### src/design/bwm_pkg.sv
// Shared types, constants and helpers for the barcode whitelist matcher.
package bwm_pkg;

	localparam int WL_DEPTH_DEF     = 4096;
	localparam int MAX_CB_BASES_DEF = 16;

	localparam logic [3:0] ST_EXACT    = 4'd0;
	localparam logic [3:0] ST_NFIX     = 4'd1;
	localparam logic [3:0] ST_MM       = 4'd2;
	localparam logic [3:0] ST_DISABLED = 4'd3;
	localparam logic [3:0] ST_NREJ     = 4'd4;
	localparam logic [3:0] ST_HOMO     = 4'd5;
	localparam logic [3:0] ST_AMBIG    = 4'd6;
	localparam logic [3:0] ST_NOMATCH  = 4'd7;
	localparam logic [3:0] ST_LOADED   = 4'd8;
	localparam logic [3:0] ST_READOUT  = 4'd9;

	localparam logic [1:0] RQ_LOAD  = 2'd0;
	localparam logic [1:0] RQ_MATCH = 2'd1;
	localparam logic [1:0] RQ_CNT   = 2'd2;
	localparam logic [1:0] RQ_STAT  = 2'd3;

	localparam logic [1:0] SC_NBASE = 2'd0;
	localparam logic [1:0] SC_HOMO  = 2'd1;
	localparam logic [1:0] SC_AMBIG = 2'd2;
	localparam logic [1:0] SC_NOHIT = 2'd3;

	localparam logic [2:0] CFG_SOLO = 3'd0;
	localparam logic [2:0] CFG_CBL  = 3'd1;
	localparam logic [2:0] CFG_UMIL = 3'd2;
	localparam logic [2:0] CFG_GENE = 3'd3;
	localparam logic [2:0] CFG_WLSZ = 3'd4;

	// request classes seen at dispatch
	localparam logic [2:0] K_LOAD  = 3'd0;
	localparam logic [2:0] K_CNT   = 3'd1;
	localparam logic [2:0] K_STAT  = 3'd2;
	localparam logic [2:0] K_REJ   = 3'd3;
	localparam logic [2:0] K_NFIX  = 3'd4;
	localparam logic [2:0] K_CLEAN = 3'd5;

	// candidate modes
	localparam logic [1:0] M_NFIX  = 2'd0;
	localparam logic [1:0] M_EXACT = 2'd1;
	localparam logic [1:0] M_MM    = 2'd2;

	// result selection
	localparam logic [3:0] E_LOAD      = 4'd0;
	localparam logic [3:0] E_CNT       = 4'd1;
	localparam logic [3:0] E_STAT      = 4'd2;
	localparam logic [3:0] E_REJ       = 4'd3;
	localparam logic [3:0] E_NFIX      = 4'd4;
	localparam logic [3:0] E_EXACT     = 4'd5;
	localparam logic [3:0] E_PEND      = 4'd6;
	localparam logic [3:0] E_PEND_LAST = 4'd7;
	localparam logic [3:0] E_NOMATCH   = 4'd8;
	localparam logic [3:0] E_AMBIG     = 4'd9;

	typedef struct packed {
		logic [1:0]  req_type;
		logic [11:0] wl_index;
		logic [31:0] wl_value;
		logic [31:0] cb_code;
		logic [15:0] cb_n_mask;
		logic [31:0] umi_code;
		logic [15:0] umi_n_mask;
		logic [1:0]  stat_select;
	} req_t;

	typedef struct packed {
		logic [3:0]  status;
		logic [11:0] match_index;
		logic [3:0]  mismatch_pos;
		logic        last;
		logic [31:0] exact_count;
		logic [31:0] mm_count;
		logic [31:0] stat_value;
	} res_t;

	typedef struct packed {
		logic       capture;
		logic       clr;
		logic       load_wr;
		logic       cnt_rd;
		logic       emit;
		logic [3:0] emit_sel;
		logic       stat_inc;
		logic [1:0] stat_sel;
		logic       init_nfix;
		logic       init_exact;
		logic       init_mm;
		logic       cand_next;
		logic       srch_init;
		logic       probe_rd;
		logic       probe_upd;
		logic       fin_rd;
		logic       found_set;
		logic       pend_set;
		logic       inc_rd;
		logic       inc_wr;
	} cmd_t;

	typedef struct packed {
		logic       clr_done;
		logic [2:0] kind;
		logic       rej_stat_en;
		logic [1:0] rej_stat_sel;
		logic       gene;
		logic [1:0] mode;
		logic       srch_more;
		logic       hit;
		logic       cand_last;
		logic       found_valid;
		logic       pend_valid;
	} sts_t;

	function automatic logic [31:0] sat_inc(input logic [31:0] v);
		return (v == 32'hFFFF_FFFF) ? v : v + 32'd1;
	endfunction

	function automatic logic [4:0] clamp_len(input logic [4:0] v, input logic [4:0] mx);
		logic [4:0] r;
		r = v;
		if (v == 5'd0) r = 5'd1;
		if (v > mx) r = mx;
		return r;
	endfunction

	function automatic logic [31:0] code_mask(input logic [4:0] len);
		logic [31:0] m;
		m = '0;
		for (int i = 0; i < 16; i++) begin
			if (5'(i) < len) m[2*i +: 2] = 2'b11;
		end
		return m;
	endfunction

	function automatic logic [15:0] base_mask(input logic [4:0] len);
		logic [15:0] m;
		m = '0;
		for (int i = 0; i < 16; i++) begin
			if (5'(i) < len) m[i] = 1'b1;
		end
		return m;
	endfunction

endpackage

### src/design/bwm_ctrl.sv
// Sequencer for the barcode whitelist matcher.
module bwm_ctrl import bwm_pkg::*; (
	input  logic clk,
	input  logic arst_n,
	input  logic start,
	output logic busy,
	input  sts_t sts,
	output cmd_t cmd
);

	localparam logic [3:0] S_CLEAR  = 4'd0;
	localparam logic [3:0] S_IDLE   = 4'd1;
	localparam logic [3:0] S_DISP   = 4'd2;
	localparam logic [3:0] S_CNTOUT = 4'd3;
	localparam logic [3:0] S_SINIT  = 4'd4;
	localparam logic [3:0] S_STEP   = 4'd5;
	localparam logic [3:0] S_CMP    = 4'd6;
	localparam logic [3:0] S_FIN    = 4'd7;
	localparam logic [3:0] S_INCWR  = 4'd8;

	logic [3:0] state_q, state_d;

	assign busy = (state_q != S_IDLE);

	always_ff @(posedge clk or negedge arst_n) begin
		if (!arst_n) begin
			state_q <= S_CLEAR;
		end else begin
			state_q <= state_d;
		end
	end

	always_comb begin
		cmd = '0;
		state_d = state_q;
		case (state_q)
			S_CLEAR: begin
				cmd.clr = 1'b1;
				if (sts.clr_done) state_d = S_IDLE;
			end
			S_IDLE: begin
				if (start) begin
					cmd.capture = 1'b1;
					state_d = S_DISP;
				end
			end
			S_DISP: begin
				case (sts.kind)
					K_LOAD: begin
						cmd.load_wr = 1'b1;
						cmd.emit = 1'b1;
						cmd.emit_sel = E_LOAD;
						state_d = S_IDLE;
					end
					K_CNT: begin
						cmd.cnt_rd = 1'b1;
						state_d = S_CNTOUT;
					end
					K_STAT: begin
						cmd.emit = 1'b1;
						cmd.emit_sel = E_STAT;
						state_d = S_IDLE;
					end
					K_REJ: begin
						cmd.emit = 1'b1;
						cmd.emit_sel = E_REJ;
						cmd.stat_inc = sts.rej_stat_en;
						cmd.stat_sel = sts.rej_stat_sel;
						state_d = S_IDLE;
					end
					K_NFIX: begin
						cmd.init_nfix = 1'b1;
						state_d = S_SINIT;
					end
					default: begin
						cmd.init_exact = sts.gene;
						cmd.init_mm = !sts.gene;
						state_d = S_SINIT;
					end
				endcase
			end
			S_CNTOUT: begin
				cmd.emit = 1'b1;
				cmd.emit_sel = E_CNT;
				state_d = S_IDLE;
			end
			S_SINIT: begin
				cmd.srch_init = 1'b1;
				state_d = S_STEP;
			end
			S_STEP: begin
				if (sts.srch_more) begin
					cmd.probe_rd = 1'b1;
					state_d = S_CMP;
				end else begin
					cmd.fin_rd = 1'b1;
					state_d = S_FIN;
				end
			end
			S_CMP: begin
				cmd.probe_upd = 1'b1;
				state_d = S_STEP;
			end
			S_FIN: begin
				case (sts.mode)
					M_NFIX: begin
						if (sts.hit && sts.found_valid) begin
							cmd.emit = 1'b1;
							cmd.emit_sel = E_AMBIG;
							cmd.stat_inc = 1'b1;
							cmd.stat_sel = SC_AMBIG;
							state_d = S_IDLE;
						end else if (sts.cand_last) begin
							cmd.emit = 1'b1;
							if (sts.hit || sts.found_valid) begin
								cmd.emit_sel = E_NFIX;
							end else begin
								cmd.emit_sel = E_NOMATCH;
								cmd.stat_inc = 1'b1;
								cmd.stat_sel = SC_NOHIT;
							end
							state_d = S_IDLE;
						end else begin
							cmd.found_set = sts.hit;
							cmd.cand_next = 1'b1;
							state_d = S_SINIT;
						end
					end
					M_EXACT: begin
						if (sts.hit) begin
							cmd.emit = 1'b1;
							cmd.emit_sel = E_EXACT;
							cmd.inc_rd = 1'b1;
							state_d = S_INCWR;
						end else begin
							cmd.init_mm = 1'b1;
							state_d = S_SINIT;
						end
					end
					default: begin
						if (sts.hit) begin
							cmd.emit = sts.pend_valid;
							cmd.emit_sel = E_PEND;
							cmd.pend_set = 1'b1;
							cmd.inc_rd = 1'b1;
							state_d = S_INCWR;
						end else if (sts.cand_last) begin
							cmd.emit = 1'b1;
							if (sts.pend_valid) begin
								cmd.emit_sel = E_PEND_LAST;
							end else begin
								cmd.emit_sel = E_NOMATCH;
								cmd.stat_inc = 1'b1;
								cmd.stat_sel = SC_NOHIT;
							end
							state_d = S_IDLE;
						end else begin
							cmd.cand_next = 1'b1;
							state_d = S_SINIT;
						end
					end
				endcase
			end
			S_INCWR: begin
				cmd.inc_wr = 1'b1;
				if (sts.mode == M_EXACT) begin
					state_d = S_IDLE;
				end else if (sts.cand_last) begin
					cmd.emit = 1'b1;
					cmd.emit_sel = E_PEND_LAST;
					state_d = S_IDLE;
				end else begin
					cmd.cand_next = 1'b1;
					state_d = S_SINIT;
				end
			end
			default: begin
				state_d = S_IDLE;
			end
		endcase
	end

endmodule

### config.mk
export PLATFORM = sky130hd
export DESIGN_NAME = bwm_ctrl
export DESIGN_NICKNAME = d
export VERILOG_FILES = /design/src/design/bwm_pkg.sv /design/src/design/bwm_ctrl.sv
export SDC_FILE = /design/constraint.sdc
export NUM_CORES = 1
export LEC_CHECK = 0
export BUFFER_PORTS_ARGS = -buffer_cell sky130_fd_sc_hd__buf_2
export CAP_MARGIN = 25
export CORE_ASPECT_RATIO = 1.2
export CORE_MARGIN = 2
export CORE_UTILIZATION = 40
export CTS_CLUSTER_DIAMETER = 100
export CTS_CLUSTER_SIZE = 12
export DETAILED_ROUTE_END_ITERATION = 7
export PLACE_DENSITY = 0.86
export SYNTH_ARGS = -nofsm -noshare
export SYNTH_HDL_FRONTEND = slang
export SYNTH_SLANG_ARGS = --single-unit
export TNS_END_PERCENT = 50
### constraint.sdc
create_clock -name clk -period 1.7 [get_ports clk]
set_input_delay 0.425 -clock clk [delete_from_list [all_inputs] [get_ports clk]]
set_output_delay 0.425 -clock clk [all_outputs]
set_load 0.1 [all_outputs]
==> flow_summary.ini, run 1 <==
[logic_synthesis]
syn_inst = 108
synthMuxAreaShare_pct = 0
synth_xor_area_share_pct = 0
synth_top_family_by_area = simple AND/OR/NAND/NOR gates
synth-compound-area-share_pct = 29.6
yosys.area.top_type = dfrtp_1
synthFlopType = dfrtp_1
yosys_warnings = 0
synth_fa_ha_area_share_pct = 0
synthArstFlopShare_pct = 100
postSynthAreaPerCell_um2 = 7.25
yosysTopAreaCellShare_pct = 12.8
ys_top_cells_by_area = dfrtp_1 (13%), nand2b_1 (4.8%), a21oi_1 (4.5%)
synth_cell_types = 45
ys_ff_latch = 4
synth-edff-count = 0
synthSimpleGateAreaFrac_pct = 45.2
netlist_area_um2 = 783
seq_area_frac_synth_pct = 12.8
synth_nets = 126

[clock_tree]
hold_buffers = 1
clock_path_buffers = 2
cts_buffers = 3
clkSinkCount = 4
cts-htree-levels = 1
post-cts-setup-buffer-count = 14
cts_resized = 29
root_buffer = clkbuf_4

[placed_design]
gp_congestion = 0.831
dpl.hpwl_um = 3480
preCtsSetupSlack_ns = -0.511
port_buffers = 42

[floorplan]
initial_core_util_pct = 42.3
die_h_um = 52.5
ios = 43
die_w_um = 44.4
rows = 17

[status]
lastStage = clock tree synthesis (4_1_cts)
status = aborted with a tool error
error_line = [ERROR DPL-0038] Utilization greater than 100%, impossible to legalize
[Yosys cell counts (2+ instances only)]
library cell	number
buf_2	3
or3b_1	2
nor3_1	6
inv_1	7
o21a_1	2
dfrtp_1	4
a221o_1	2
o32ai_1	3
nand2_1	6
nor2_1	9
nand2b_1	6
o21ai_0	7
clkbuf_1	2
nor2b_1	2
a21oi_1	7
buf_6	3
and3_1	5
nand3b_1	2
nor4_1	2
a22oi_1	2
buf_4	2
[cell families after synthesis]
logic type	after synthesis
and+or+nand+nor	53
AOI/OAI and AO/OA	34
buffers and inverters	17
DFF	4
[per-stage QoR]
step | cells | setup TNS, ns | cell area (µm²) | hold WS, ns
detailed placement | 197 | -5.01 | 1780 | 0.238
global placement | 197 | -3.51 | 1780 | 0.229
floorplan | 108 | -13.61 | 968 | 0.129
==> inputs of run 2 (changes only) <==
--- a/config.mk
+++ b/config.mk
@@ -7,13 +7,10 @@
 export LEC_CHECK = 0
 export BUFFER_PORTS_ARGS = -buffer_cell sky130_fd_sc_hd__buf_2
 export CAP_MARGIN = 25
-export CORE_ASPECT_RATIO = 1.2
-export CORE_MARGIN = 2
-export CORE_UTILIZATION = 40
-export CTS_CLUSTER_DIAMETER = 100
-export CTS_CLUSTER_SIZE = 12
+export CORE_AREA = 2 2 63 65
 export DETAILED_ROUTE_END_ITERATION = 7
-export PLACE_DENSITY = 0.86
+export DIE_AREA = 0 0 65 67
+export PLACE_DENSITY_LB_ADDON = 0.15
 export SYNTH_ARGS = -nofsm -noshare
 export SYNTH_HDL_FRONTEND = slang
 export SYNTH_SLANG_ARGS = --single-unit
==> constraint.sdc (replaced) <==
create_clock -name clk -period 2.2 [get_ports clk]
set_input_delay 0.55 -clock clk [delete_from_list [all_inputs] [get_ports clk]]
set_output_delay 0.55 -clock clk [all_outputs]
set_load 0.1 [all_outputs]
==> run 2 against run 1 <==
  * Area after synthesis did not move
  * Synthesized cell count unchanged
  * The flow now finishes, with violations (negative setup slack)
==> flow_summary.ini, run 2 <==
[status]
status = complete, but fails checks
violations = negative setup slack

[clock_tree]
cts_buffers = 3
clock_path_buffers = 2
clock_latency_ns = 0.22
root_buffer = clkbuf_8
hold_buffers = 0
clkSinkCount = 4
cts_tree = built
cts-htree-levels = 1
cts.clk_slew.worst_paths_ns = 0.03

[timing]
fin_skew_ns = 0.00186
period_minus_slack_ns = 2.28
timing.final.crit_share_pct = 104
max_freq_ghz = 0.439
setup_violations = 6
relSlewSlack_pct = 67.9
worstMarginPinSlew_ns = 0.484
finalMaxSlewViolations = 0
setup_ws_ns = -0.0790
grt_setup_unrepaired = yes
holdWs_ns = 0.128
finalHoldViolCount = 0

[setup_path]
critPathCaptureType = output port
r2r_start = state_q[1]
rr_worst_depth = 4
rr_endpoint = state_q[0]
critPathKind = reg2out
cp.required_ns = 1.65
reg2reg_slack_ns = 0.71
cp_data_arrival_time_ns = 1.73
startpoint_type = flop
worstPathMaxFanout = 6

[power]
peakVddDrop_mv = 0.488
p_leak_nw = 0.775
p_switching_mw = 1.01
pwr-share-seq_pct = 9.8
p_int_mw = 0.793
p_clk_share_pct = 8.6
switching_share_pct = 55.9
powerDensity_nw_per_um2 = 958
finalPower_mw = 1.80
combPwrFrac_pct = 81.6

[logic_synthesis]
netlist_area_um2 = 783
synth-edff-count = 0
synth_nets = 126
postSynthAreaPerCell_um2 = 7.25
ys_top_cells_by_area = dfrtp_1 (13%), nand2b_1 (4.8%), a21oi_1 (4.5%)
syn_inst = 108
synthFlopType = dfrtp_1
ys_ff_latch = 4
seq_area_frac_synth_pct = 12.8
yosysTopAreaCellShare_pct = 12.8
synth_most_common_cell = nor2_1
synthTopCellsByCount = nor2_1 (9), a21oi_1 (7), inv_1 (7), o21ai_0 (7)
synthArstFlopShare_pct = 100
synth_cell_types = 45
yosys_warnings = 0
yosys.area.top_type = dfrtp_1

[final_layout]
seq_area_um2 = 105
multi_input_comb_area_um2 = 801
area_growth_syn_to_layout_pct = 140
largest_registers = state_q (4)
fin_area_um2 = 1880
antennaDiodeCount = 0
drive_gt1_share_pct = 66.7
regMostFlops = state_q
layout_common_cells = buf_4 (28), buf_12 (25), buf_2 (15)
num-nets-final = 194
layout_commonest_cell = buf_4
largest_reg_flops = 4
final_core_util_pct = 52.1
fillers = 340

[routing]
wl_per_cell_um = 13.4
dr.pass1.iters = 4
num_vias = 1052
drt_iter0_drc = 42
wirelength_um = 2990
drc_errors = 0
via_per_inst = 4.74
ant_nets = 0

[grt]
grt_pass1_wl_um = 4940
gr-total-overflow = 0
grt_max_degree = 9
grt.total_usage_pct = 14.4
grt_pass1_vias = 1088
antenna_found_initial = 0

[flow_run]
cap_violations = 0

[floorplan]
fp.coreArea_um2 = 3610
rows = 22
die-area_um2 = 4360
initial_core_util_pct = 21.7
die_w_um = 65
ios = 43
die_h_um = 67

[placed_design]
placed_area_um2 = 1670
dpl.hpwl_um = 2350
port_buffers = 42
gp_congestion = 0.825
preCtsSetupSlack_ns = -0.0662

[worst_hold_path]
holdCritPathClass = in2async
==> run 2: kinds of logic after synthesis <==
family,Yosys count,share of synthesized area (%)
simple gates,53,45.2
compound gates,34,29.6
buf+inv,17,12.5
flops,4,12.8
==> run 2: layer usage <==
metal / share of wire [%] / GRT usage [%]
met4: 0 / 3.99
met1: 47 / 19.9
met2: 49 / 23.5
met5: 0 / 0
met3: 4.1 / 1.69
==> run 2: worst max-delay path by stage <==
| stage | startpoint | endpoint | cells past startpoint |
|---|---|---|---|
| 2_1_floorplan | state_q[0] | cmd[17] | 4 |
| 4_1_cts | state_q[0] | cmd[12] | 5 |
| 6_report | state_q[2] | cmd[12] | 4 |
| 5_1_grt | state_q[0] | cmd[12] | 5 |
| 3_3_place_gp | sts[5] | cmd[17] | 6 |
| 3_5_place_dp | sts[5] | cmd[17] | 6 |
==> run 2: power by group through the flow <==
stage / clock, mW / combinational [mW] / sequential [mW]
finish: 0.155 / 1.47 / 0.176
floorplan: 0 / 0.999 / 0.117
global placement: 0 / 1.36 / 0.169
CTS: 0.159 / 1.42 / 0.174
detailed placement: 0 / 1.37 / 0.169
global route: 0.165 / 1.53 / 0.186
==> run 2: area by class of cell <==
class                           instances  area share, %
Multi-Input combinational cell         87           42.6
Tap cell                               48           3.20
Clock buffer                            3           2.20
Sequential cell                         4           5.59
Timing Repair Buffer                   73           45.0
Inverter                                7           1.40
==> run 2: timing repair <==
item | CTS | global route
pin swaps | 3 | 10
endpoints found under the setup margin | 14 | 19
resized for setup | 10 | 25
buffers inserted | 5 | 3
==> run 2: through the flow <==
stage / std cells / TNS [ns]
2_1_floorplan: 108 / -6.78
3_3_place_gp: 211 / -0.124
3_5_place_dp: 211 / -0.169
4_1_cts: 219 / -0.406
5_1_grt: 222 / -1.23
6_report: 222 / -0.281
==> run 2: critical path: stages (launching register included) <==
cell     delay, ns
dfrtp_2       0.48
nor4_4        0.41
and3_4        0.25
a22o_1        0.18
buf_12        0.18
(Power assumes the default switching activity.)
==> inputs of run 3 (changes only) <==
--- a/config.mk
+++ b/config.mk
@@ -11,6 +11,7 @@
 export DETAILED_ROUTE_END_ITERATION = 7
 export DIE_AREA = 0 0 65 67
 export PLACE_DENSITY_LB_ADDON = 0.15
+export SETUP_SLACK_MARGIN = 0.15
 export SYNTH_ARGS = -nofsm -noshare
 export SYNTH_HDL_FRONTEND = slang
 export SYNTH_SLANG_ARGS = --single-unit
==> run 3 against run 2 <==
  * The run still ends with negative setup slack left
  * Wire length grew 7.8%
  * Critical path depth grew 1
  * Clock skew shrank 0.00065 ns
  * Flip-flop and latch count is the same
  * Fmax grew 0.72%
  * Global-route usage grew 1.8 points
  * Register-to-register slack lost 0.21 ns
  * Via count grew 1.7%
  * Critical path type unchanged
  * Largest power group unchanged
  * Clock-buffer cell count is the same
  * Combinational power grew 5%
  * Non-clock buffer count grew 5
==> flow_summary.ini, run 3 (synthesis results as in run 2) <==
[clock_tree]
clkSinkCount = 4
hold_buffers = 0
root_buffer = clkbuf_8
cts_buffers = 3
clock_path_buffers = 2
cts_tree = built
cts.clk_slew.worst_paths_ns = 0.03
clock_latency_ns = 0.22
cts-htree-levels = 1

[timing]
timing.final.crit_share_pct = 103
relSlewSlack_pct = 78.1
grt_setup_unrepaired = yes
max_freq_ghz = 0.442
worstMarginPinSlew_ns = 0.326
setup_ws_ns = -0.0627
finalHoldViolCount = 0
holdWs_ns = 0.132
setup_violations = 10
finalMaxSlewViolations = 0
fin_skew_ns = 0.00120
period_minus_slack_ns = 2.26

[final_layout]
stdcell_count = 228
layout_commonest_cell = buf_4
area_growth_syn_to_layout_pct = 149
multi_input_comb_area_um2 = 817
seq_area_um2 = 105
regMostFlops = state_q
num-nets-final = 200
fillers = 357
drive_gt1_share_pct = 67.2
largest_registers = state_q (4)
antennaDiodeCount = 0
layout_common_cells = buf_4 (35), buf_12 (25), buf_2 (12)
largest_reg_flops = 4

[setup_path]
startpoint_type = flop
rr_endpoint = state_q[0]
cp.required_ns = 1.65
cp_data_arrival_time_ns = 1.71
r2r_start = state_q[1]
rr_worst_depth = 6
critPathKind = reg2out
worstPathMaxFanout = 6
critPathCaptureType = output port
reg2reg_slack_ns = 0.50

[routing]
dr.pass1.iters = 4
wl_per_cell_um = 14.1
num_vias = 1070
wirelength_um = 3220
ant_nets = 0
drc_errors = 0
drt_iter0_drc = 38
via_per_inst = 4.69

[power]
peakVddDrop_mv = 0.623
p_switching_mw = 1.04
powerDensity_nw_per_um2 = 962
combPwrFrac_pct = 81.9
p_int_mw = 0.835
finalPower_mw = 1.87
pwr-share-seq_pct = 9.9
p_leak_nw = 0.810
p_clk_share_pct = 8.2
switching_share_pct = 55.5

[floorplan]
die_w_um = 65
die-area_um2 = 4360
initial_core_util_pct = 21.7
ios = 43
die_h_um = 67
fp.coreArea_um2 = 3610
rows = 22

[status]
violations = negative setup slack
status = complete, but fails checks

[grt]
grt_pass1_wl_um = 5460
gr-total-overflow = 0
grt_max_degree = 9
grt_pass1_vias = 1166
grt.total_usage_pct = 16.2
antenna_found_initial = 0

[placed_design]
port_buffers = 42
gp_congestion = 0.793
place_inst = 214
dpl.hpwl_um = 2440

[worst_hold_path]
holdCritPathClass = in2async

[flow_run]
cap_violations = 0
## run 3: how the worst max path moves through the flow
stage                           from      end  slack [ns]  depth (start not counted)
after floorplan           state_q[0]  cmd[17]       -0.97                          4
after global placement        sts[5]  cmd[17]       -0.09                          6
after detailed placement      sts[5]  cmd[17]       -0.09                          6
after CTS                     sts[5]  cmd[17]       -0.08                          6
after global routing      state_q[0]  cmd[12]       -0.16                          5
final                     state_q[0]  cmd[12]       -0.06                          5
## run 3: timing repair
| item | in CTS | in global routing |
|---|---|---|
| gates cloned | 1 | 0 |
| setup buffers | 8 | 2 |
| setup endpoints to repair | 24 | 24 |
| resized for setup | 30 | 7 |
| pin swaps | 15 | 7 |
## run 3: per-layer routing
layer	global-route usage [%]	part of all wire, %	wire length, µm
met2	28.6	50	1620
met4	4.79	1.4	46
met5	0	0	0
met1	19.8	44	1410
met3	3.21	4.4	141
## run 3: cell type report
| class | instances | area share [%] |
|---|---|---|
| multi-input cells | 88 | 41.9 |
| repair buffers | 78 | 46.1 |
| well taps | 48 | 3.08 |
| inverters | 7 | 1.35 |
| flip-flops and latches | 4 | 5.39 |
| clock buffers | 3 | 2.12 |
## run 3: through the flow
stage | setup WS (ns) | TNS (ns) | util, % | cell area (µm²)
after CTS | -0.0781 | -0.359 | 52.9 | 1910
after global routing | -0.165 | -1.49 | 54.0 | 1950
after detailed placement | -0.0911 | -0.244 | 47.2 | 1700
final | -0.0627 | -0.318 | 54.0 | 1950
after floorplan | -0.970 | -6.24 | - | 941
after global placement | -0.0935 | -0.240 | 47.2 | 1700
## run 3: worst max-delay path, stage by stage (launching register included)
cell      delay, ns
dfrtp_2        0.45
nand2b_4       0.18
nor4_4         0.24
and3_1         0.24
a22o_1         0.20
buf_12         0.18
## run 3: power groups by stage
stage | clock [mW] | combinational (mW) | sequential, mW
final | 0.154 | 1.54 | 0.185
after global routing | 0.160 | 1.60 | 0.193
after CTS | 0.154 | 1.49 | 0.180
after detailed placement | 0 | 1.36 | 0.175
after global placement | 0 | 1.36 | 0.175
after floorplan | 0 | 1.01 | 0.117
